## config.mk

```make
export PLATFORM = sky130hd
export DESIGN_NAME = i2c_register_access_master_top
export DESIGN_NICKNAME = d
export VERILOG_FILES = /design/src/design/i2cra_pkg.sv /design/src/design/i2c_register_access_master_top.sv
export SDC_FILE = /design/constraint.sdc
export NUM_CORES = 1
export LEC_CHECK = 0
export ABC_AREA = 0
export BUFFER_PORTS_ARGS = -buffer_cell sky130_fd_sc_hd__buf_4
export CORE_ASPECT_RATIO = 0.7
export CORE_UTILIZATION = 55
export DETAILED_ROUTE_END_ITERATION = 12
export PLACE_DENSITY_LB_ADDON = 0.3
export SLEW_MARGIN = 10
export SYNTH_ARGS = -nofsm -noshare
export SYNTH_HDL_FRONTEND = slang
export SYNTH_SLANG_ARGS = --single-unit
export TNS_END_PERCENT = 30
```

## constraint.sdc

```tcl
create_clock -name aclk -period 2.8 [get_ports aclk]
set_input_delay 0.28 -clock aclk [delete_from_list [all_inputs] [get_ports aclk]]
set_output_delay 0.28 -clock aclk [all_outputs]
set_load 0.05 [all_outputs]
```

## src/design/i2cra_pkg.sv

```systemverilog
// shared types and codes for the i2c register access master
// no dependencies; imported by i2c_register_access_master_top
`default_nettype none

package i2cra_pkg;

    // request codes carried in the kind field
    localparam logic [1:0] KIND_TICK  = 2'd0;
    localparam logic [1:0] KIND_WRITE = 2'd1;
    localparam logic [1:0] KIND_READ  = 2'd2;

    // device address after reset (write bit clear)
    localparam logic [7:0] DEV_ADDR_RESET = 8'hD0;

    // byte counter values
    localparam logic [1:0] BYTE_DEV  = 2'd0;
    localparam logic [1:0] BYTE_REG  = 2'd1;
    localparam logic [1:0] BYTE_LAST = 2'd2;

    // last bit position of a byte
    localparam logic [2:0] LAST_BIT = 3'd7;

    // bus phases, one per half-period tick
    typedef enum logic [4:0] {
        PH_IDLE,
        PH_START_A,
        PH_START_B,
        PH_TX_LO,
        PH_TX_HI,
        PH_ACK_LO,
        PH_ACK_HI,
        PH_RS_A,
        PH_RS_B,
        PH_RS_C,
        PH_RX_LO,
        PH_RX_HI,
        PH_NAK_LO,
        PH_NAK_HI,
        PH_STOP_A,
        PH_STOP_B,
        PH_STOP_C
    } phase_t;

endpackage

`default_nettype wire

```

## src/design/i2c_register_access_master_top.sv

```systemverilog
// i2c register access master: bit-level sequencer for one-byte register writes and reads
// depends on i2cra_pkg (phase enum, request codes, reset constants)
`default_nettype none

// One request enters per clock and gives exactly one result; the result reaches the result
// ports through the input register and then the result register once its request is taken,
// and both sides stall independently. Each tick request advances the bus one
// half-period phase; a write request or read request is taken only while idle and
// itself puts out the first start phase. A write takes 59 ticks after the request
// and a read 80; done_res is set on the last of them. Acknowledge bits are clocked
// but not checked. The device address written through cfg_wr_data is used for the
// write address and, plus one, for the read address.
module i2c_register_access_master_top
    import i2cra_pkg::*;
(
    input  wire logic       aclk,
    input  wire logic       aresetn,
    input  wire logic       cfg_wr_en,
    input  wire logic [7:0] cfg_wr_data,
    input  wire logic       s_valid,
    output logic            s_ready,
    input  wire logic [1:0] s_kind,
    input  wire logic [7:0] s_reg_addr,
    input  wire logic [7:0] s_write_data,
    input  wire logic       s_sda_in,
    output logic            m_valid,
    input  wire logic       m_ready,
    output logic            m_scl_level,
    output logic            m_sda_level,
    output logic            m_sda_drive,
    output logic            m_busy_res,
    output logic            m_done_res,
    output logic [7:0]      m_read_data
);

    // configuration
    logic [7:0] dev_addr_reg;

    // input register
    logic       in_valid_reg;
    logic [1:0] in_kind_reg;
    logic [7:0] in_reg_addr_reg;
    logic [7:0] in_write_data_reg;
    logic       in_sda_reg;

    // sequencer state
    phase_t     phase_reg,  phase_next;
    logic [2:0] bit_idx_reg, bit_idx_next;
    logic [7:0] shift_reg,  shift_next;
    logic       is_read_reg, is_read_next;
    logic [7:0] held_addr_reg, held_addr_next;
    logic [7:0] held_data_reg, held_data_next;
    logic [7:0] rx_byte_reg, rx_byte_next;
    logic [1:0] byte_cnt_reg, byte_cnt_next;
    logic       scl_reg, scl_next;
    logic       sda_reg, sda_next;
    logic       drv_reg, drv_next;
    logic       done_next;

    // result register
    logic       out_valid_reg;
    logic       out_scl_reg;
    logic       out_sda_reg;
    logic       out_drv_reg;
    logic       out_busy_reg;
    logic       out_done_reg;
    logic [7:0] out_rdata_reg;

    // result fields
    logic       res_sda;
    logic       res_busy;

    logic       advance;
    logic       idle;
    logic       is_tick;
    logic       is_request;

    // handshake
    assign advance = in_valid_reg && (!out_valid_reg || m_ready);
    assign s_ready = !in_valid_reg || advance;
    assign idle    = (phase_reg == PH_IDLE);
    assign is_tick = (in_kind_reg == KIND_TICK);
    assign is_request = (in_kind_reg == KIND_WRITE) || (in_kind_reg == KIND_READ);

    // configuration register
    always_ff @(posedge aclk) begin
        if (!aresetn) begin
            dev_addr_reg <= DEV_ADDR_RESET;
        end else if (cfg_wr_en) begin
            dev_addr_reg <= cfg_wr_data;
        end
    end

    // input register
    always_ff @(posedge aclk) begin
        if (!aresetn) begin
            in_valid_reg <= 1'b0;
        end else if (s_ready) begin
            in_valid_reg <= s_valid;
        end
    end

    always_ff @(posedge aclk) begin
        if (s_valid && s_ready) begin
            in_kind_reg       <= s_kind;
            in_reg_addr_reg   <= s_reg_addr;
            in_write_data_reg <= s_write_data;
            in_sda_reg        <= s_sda_in;
        end
    end

    // next state of the sequencer
    always_comb begin
        phase_next     = phase_reg;
        bit_idx_next   = bit_idx_reg;
        shift_next     = shift_reg;
        is_read_next   = is_read_reg;
        held_addr_next = held_addr_reg;
        held_data_next = held_data_reg;
        rx_byte_next   = rx_byte_reg;
        byte_cnt_next  = byte_cnt_reg;
        scl_next       = scl_reg;
        sda_next       = sda_reg;
        drv_next       = drv_reg;
        done_next      = 1'b0;

        if (is_request && idle) begin
            // take a new request and put out the first start phase
            is_read_next   = (in_kind_reg == KIND_READ);
            held_addr_next = in_reg_addr_reg;
            if (in_kind_reg == KIND_WRITE) begin
                held_data_next = in_write_data_reg;
            end
            bit_idx_next  = '0;
            byte_cnt_next = BYTE_DEV;
            phase_next    = PH_START_A;
            scl_next      = 1'b1;
            sda_next      = 1'b1;
            drv_next      = 1'b1;
        end else if (is_tick && !idle) begin
            unique case (phase_reg)
                PH_START_A: begin
                    phase_next = PH_START_B;
                    scl_next   = 1'b1;
                    sda_next   = 1'b0;
                    drv_next   = 1'b1;
                end
                PH_START_B: begin
                    byte_cnt_next = BYTE_DEV;
                    shift_next    = dev_addr_reg;
                    bit_idx_next  = '0;
                    phase_next    = PH_TX_LO;
                    scl_next      = 1'b0;
                    sda_next      = dev_addr_reg[7];
                    drv_next      = 1'b1;
                end
                PH_TX_LO: begin
                    phase_next = PH_TX_HI;
                    scl_next   = 1'b1;
                    sda_next   = shift_reg[7];
                    drv_next   = 1'b1;
                end
                PH_TX_HI: begin
                    if (bit_idx_reg == LAST_BIT) begin
                        phase_next = PH_ACK_LO;
                        scl_next   = 1'b0;
                        sda_next   = 1'b1;
                        drv_next   = 1'b0;
                    end else begin
                        bit_idx_next = bit_idx_reg + 3'd1;
                        shift_next   = {shift_reg[6:0], 1'b0};
                        phase_next   = PH_TX_LO;
                        scl_next     = 1'b0;
                        sda_next     = shift_reg[6];
                        drv_next     = 1'b1;
                    end
                end
                PH_ACK_LO: begin
                    phase_next = PH_ACK_HI;
                    scl_next   = 1'b1;
                    sda_next   = 1'b1;
                    drv_next   = 1'b0;
                end
                PH_ACK_HI: begin
                    // choose what follows the acknowledged byte
                    if (byte_cnt_reg == BYTE_DEV) begin
                        byte_cnt_next = BYTE_REG;
                        shift_next    = held_addr_reg;
                        bit_idx_next  = '0;
                        phase_next    = PH_TX_LO;
                        scl_next      = 1'b0;
                        sda_next      = held_addr_reg[7];
                        drv_next      = 1'b1;
                    end else if (byte_cnt_reg == BYTE_REG) begin
                        byte_cnt_next = BYTE_LAST;
                        if (is_read_reg) begin
                            phase_next = PH_RS_A;
                            scl_next   = 1'b0;
                            sda_next   = 1'b1;
                            drv_next   = 1'b1;
                        end else begin
                            shift_next   = held_data_reg;
                            bit_idx_next = '0;
                            phase_next   = PH_TX_LO;
                            scl_next     = 1'b0;
                            sda_next     = held_data_reg[7];
                            drv_next     = 1'b1;
                        end
                    end else if (is_read_reg) begin
                        shift_next   = '0;
                        bit_idx_next = '0;
                        phase_next   = PH_RX_LO;
                        scl_next     = 1'b0;
                        sda_next     = 1'b1;
                        drv_next     = 1'b0;
                    end else begin
                        phase_next = PH_STOP_A;
                        scl_next   = 1'b0;
                        sda_next   = 1'b0;
                        drv_next   = 1'b1;
                    end
                end
                PH_RS_A: begin
                    phase_next = PH_RS_B;
                    scl_next   = 1'b1;
                    sda_next   = 1'b1;
                    drv_next   = 1'b1;
                end
                PH_RS_B: begin
                    phase_next = PH_RS_C;
                    scl_next   = 1'b1;
                    sda_next   = 1'b0;
                    drv_next   = 1'b1;
                end
                PH_RS_C: begin
                    // read address is the write address plus one, wrapping
                    byte_cnt_next = BYTE_LAST;
                    shift_next    = dev_addr_reg + 8'd1;
                    bit_idx_next  = '0;
                    phase_next    = PH_TX_LO;
                    scl_next      = 1'b0;
                    sda_next      = shift_next[7];
                    drv_next      = 1'b1;
                end
                PH_RX_LO: begin
                    phase_next = PH_RX_HI;
                    scl_next   = 1'b1;
                    sda_next   = 1'b1;
                    drv_next   = 1'b0;
                end
                PH_RX_HI: begin
                    shift_next = {shift_reg[6:0], in_sda_reg};
                    if (bit_idx_reg == LAST_BIT) begin
                        phase_next = PH_NAK_LO;
                        scl_next   = 1'b0;
                        sda_next   = 1'b1;
                        drv_next   = 1'b1;
                    end else begin
                        bit_idx_next = bit_idx_reg + 3'd1;
                        phase_next   = PH_RX_LO;
                        scl_next     = 1'b0;
                        sda_next     = 1'b1;
                        drv_next     = 1'b0;
                    end
                end
                PH_NAK_LO: begin
                    phase_next = PH_NAK_HI;
                    scl_next   = 1'b1;
                    sda_next   = 1'b1;
                    drv_next   = 1'b1;
                end
                PH_NAK_HI: begin
                    phase_next = PH_STOP_A;
                    scl_next   = 1'b0;
                    sda_next   = 1'b0;
                    drv_next   = 1'b1;
                end
                PH_STOP_A: begin
                    phase_next = PH_STOP_B;
                    scl_next   = 1'b1;
                    sda_next   = 1'b0;
                    drv_next   = 1'b1;
                end
                PH_STOP_B: begin
                    phase_next = PH_STOP_C;
                    scl_next   = 1'b1;
                    sda_next   = 1'b1;
                    drv_next   = 1'b1;
                end
                PH_STOP_C: begin
                    if (is_read_reg) begin
                        rx_byte_next = shift_reg;
                    end
                    phase_next = PH_IDLE;
                    scl_next   = 1'b1;
                    sda_next   = 1'b1;
                    drv_next   = 1'b1;
                    done_next  = 1'b1;
                end
                default: begin
                    phase_next = PH_IDLE;
                    scl_next   = 1'b1;
                    sda_next   = 1'b1;
                    drv_next   = 1'b1;
                end
            endcase
        end
    end

    // result fields from the updated state
    always_comb begin
        res_sda  = drv_next ? sda_next : 1'b1;
        res_busy = (phase_next != PH_IDLE);
    end

    // sequencer state registers
    always_ff @(posedge aclk) begin
        if (!aresetn) begin
            phase_reg     <= PH_IDLE;
            bit_idx_reg   <= '0;
            shift_reg     <= '0;
            is_read_reg   <= 1'b0;
            held_addr_reg <= '0;
            held_data_reg <= '0;
            rx_byte_reg   <= '0;
            byte_cnt_reg  <= BYTE_DEV;
            scl_reg       <= 1'b1;
            sda_reg       <= 1'b1;
            drv_reg       <= 1'b1;
        end else if (advance) begin
            phase_reg     <= phase_next;
            bit_idx_reg   <= bit_idx_next;
            shift_reg     <= shift_next;
            is_read_reg   <= is_read_next;
            held_addr_reg <= held_addr_next;
            held_data_reg <= held_data_next;
            rx_byte_reg   <= rx_byte_next;
            byte_cnt_reg  <= byte_cnt_next;
            scl_reg       <= scl_next;
            sda_reg       <= sda_next;
            drv_reg       <= drv_next;
        end
    end

    // result register
    always_ff @(posedge aclk) begin
        if (!aresetn) begin
            out_valid_reg <= 1'b0;
        end else if (advance) begin
            out_valid_reg <= 1'b1;
        end else if (m_ready) begin
            out_valid_reg <= 1'b0;
        end
    end

    always_ff @(posedge aclk) begin
        if (advance) begin
            out_scl_reg   <= scl_next;
            out_sda_reg   <= res_sda;
            out_drv_reg   <= drv_next;
            out_busy_reg  <= res_busy;
            out_done_reg  <= done_next;
            out_rdata_reg <= rx_byte_next;
        end
    end

    assign m_valid     = out_valid_reg;
    assign m_scl_level = out_scl_reg;
    assign m_sda_level = out_sda_reg;
    assign m_sda_drive = out_drv_reg;
    assign m_busy_res  = out_busy_reg;
    assign m_done_res  = out_done_reg;
    assign m_read_data = out_rdata_reg;

    // a finished transaction is never reported busy
    assert property (@(posedge aclk) disable iff (!aresetn)
        (m_valid && m_done_res) |-> !m_busy_res)
        else $error("done result still busy");

    // idle sequencer holds the bus released
    assert property (@(posedge aclk) disable iff (!aresetn)
        (phase_reg == PH_IDLE) |-> (scl_reg && sda_reg && drv_reg))
        else $error("idle bus not released");

    // a tick in the last stop phase finishes the transaction
    assert property (@(posedge aclk) disable iff (!aresetn)
        (advance && is_tick && phase_reg == PH_STOP_C)
        |=> (m_valid && m_done_res && phase_reg == PH_IDLE))
        else $error("stop phase did not finish");

    // a result is only replaced after it was taken
    assert property (@(posedge aclk) disable iff (!aresetn)
        (m_valid && !m_ready) |=> m_valid)
        else $error("result dropped while stalled");

endmodule

`default_nettype wire

```

==> metrics.yaml <==
run_status:
  status: "complete, no violations"
critical_path:
  startpoint_type: "flop"
  critPathMaxFanout: 22
  path_class: "flop to flop"
  r2r_start: "phase_reg[1]"
  reg2reg_slack_ns: 0.29
  r2r_cells: 6
  regToRegEndpoint: "shift_reg[0]"
  required_ns: 3.07
  cp-end-kind: "flop"
  arrival_ns: 2.78
detailed_routing:
  vias: 3462
  drt-vias-per-instance: 6.01
  finalWirelength_mm: 10.1
  drt-initial-drc-count: 311
  wire_per_inst_um: 17.5
  first_pass_iters: 4
  drc: 0
  ant_nets: 0
timing:
  worst_slack_ns: 0.293
  finClkSkew_ns: 0.00754
  setup-violations-final: 0
  layout_worst_path_cycle_share_pct: 89.6
  rsz0062_at_grt: "false"
  worst_pin_slew_ns: 0.845
  fmax_mhz: 399
  hold_viol_final: 0
  relSlewSlack_pct: 43.7
  min_period_ns: 2.51
  tns_ns: 0
  drv_slew: 0
cts:
  htreeDepth: 3
  cts.path.max_buffers: 2
  cts_tree: "done"
  cts_hold_buffers: 0
  cts_buffers: 9
  clockRootBuffer: "clkbuf_8"
  clock_latency_ns: 0.37
  clkSlewWorstSetupHoldPaths_ns: 0.09
  post_cts_buffers: 0
  cts_sinks: 88
  cts_resized: 0
floorplanning:
  fp.dieW_um: 107
  die_area_sq_um: 8010
  rows: 26
  chipHeight_um: 75.2
  io-pin-count: 47
  start_util_pct: 57.2
  core-area_sq_um: 7350
power:
  power_density_nw_per_um2: 545
  power_mw: 2.63
  p_leak_nw: 1.75
  vdd_drop_max_mv: 0.444
synth:
  syn_area_per_cell_sq_um: 9.65
  synthFlopType: "dfxtp_1"
  synth_edf_count: 32
  yosys_warnings: 0
  yosysSeqAreaShare_pct: 49.5
  syn_area_sq_um: 4210
  synth_cell_types: 67
  ys_ff_latch: 88
  postSynthCellCount: 436
  ys_async_sr_fraction_pct: 0
  syn_nets: 475
placed_design:
  dpl_worst_slack_ns: 0.390
  gp_congestion: 0.894
  portBuffers: 46
  place_area_sq_um: 4600
  dp_hpwl_mm: 7.06
finish:
  fillCellCount: 625
  stdcell_area_sq_um: 4830
  n_antenna_cell: 0
  drive_gt1_share_pct: 18.8
  register_area_sq_um: 2080
  area_delta_synth_final_pct: 14.8
  utilization_pct: 65.7
  multi_input_area_sq_um: 1980
  nNetsFinal: 512
global_route:
  grt_pass1_wl_mm: 16.3
  grt_overflow: 0
  grt_pass1_vias: 3191
  grt_use_total_pct: 27.1
  grt_max_degree: 63
  antenna_found_initial: 0
min_path:
  hold_start: "s_reg_addr[3]"
  hold_class: "input pin to flop"
  whs_path_depth: 1
  holdPathEnd: "in_reg_addr_reg[3]"
flow_run:
  cap_violations: 0
worst max-delay path by stage:
stage                  from  depth (start not counted)           end  slack [ns]
6_report       phase_reg[1]                          6  shift_reg[0]        0.29
5_1_grt        phase_reg[1]                          6  shift_reg[2]        0.13
4_1_cts        phase_reg[1]                          6  shift_reg[0]        0.38
3_5_place_dp   phase_reg[1]                          6  shift_reg[0]        0.39
3_3_place_gp   phase_reg[1]                          6  shift_reg[0]        0.50
2_1_floorplan       m_valid                          8  shift_reg[0]        0.42
cell families (layout without fill, tap and decap cells):
kind of cell	after synthesis	in the layout	synth area share, %
multiplexers	25	25	6.25
flip-flops	88	88	49.5
buffers and inverters	32	74	3.39
adder cells (fa/ha/maj)	7	7	2.08
AND/OR/NAND/NOR	157	157	18.4
XOR/XNOR	4	4	0.833
AO/OA/AOI/OAI	123	123	19.5
layout by cell type (no fill, tap or decap), types with 8 or more instances in the layout:
cell	n
a21boi_0	25
buf_4	53
mux2i_1	15
nor2_1	17
o21ai_0	29
edfxtp_1	32
a21oi_1	16
nand2_1	67
clkbuf_8	10
mux2_2	8
dfxtp_1	56
nand3_1	21
nor2b_1	13
metal layers:
layer,global-route usage [%],wire (um),vias up
met1,39.1,4960,1658
li1,-,-,1657
met4,8.37,133,0
met5,0,0,-
met3,6.67,665,14
met2,40.5,4330,133
cell usage after synthesis, types with 6 or more instances:
master | instances | area, sq um
nand2_1 | 67 | 251
nand3_1 | 21 | 105
a31oi_1 | 7 | 43.8
nand2b_1 | 6 | 37.5
o21ai_0 | 29 | 145
edfxtp_1 | 32 | 961
nor2b_1 | 13 | 81.3
clkbuf_1 | 17 | 63.8
mux2_2 | 8 | 90.1
mux2i_1 | 15 | 150
ha_1 | 7 | 87.6
a21oi_1 | 16 | 80.1
dfxtp_1 | 56 | 1120
nor2_1 | 17 | 63.8
a21boi_0 | 25 | 188
o22ai_1 | 7 | 43.8
final cells by class:
class                      instances  share of cell area (%)
clock buffer                      10                    2.85
clock inverter                     6                    1.87
inverter                           5                   0.389
multi-input combinational        316                    41.0
sequential                        88                    43.1
tap                               98                    2.54
timing repair buffer              53                    8.24
stage by stage:
| stage | hold WS, ns | instances |
|---|---|---|
| detailed placement | 0.460 | 560 |
| floorplan | 0.379 | 436 |
| finish | 0.0817 | 576 |
| global route | 0.0563 | 576 |
| global placement | 0.451 | 560 |
| CTS | 0.0661 | 576 |
report_power, final:
| part | switching (mW) | total (mW) | internal (mW) |
|---|---|---|---|
| Sequential | 0.0346 | 1.40 | 1.37 |
| Combinational | 0.140 | 0.234 | 0.0934 |
| Clock | 0.466 | 0.999 | 0.533 |
critical path, cell delays in order, from the launching register on:
cell       delay (ns)
dfxtp_1          0.81
or2_2            0.29
o21a_1           0.32
nand3_1          0.15
nor2_2           0.46
o2111ai_1        0.21
o211a_1          0.16
Note: power is estimated with default switching activity, not from simulation.
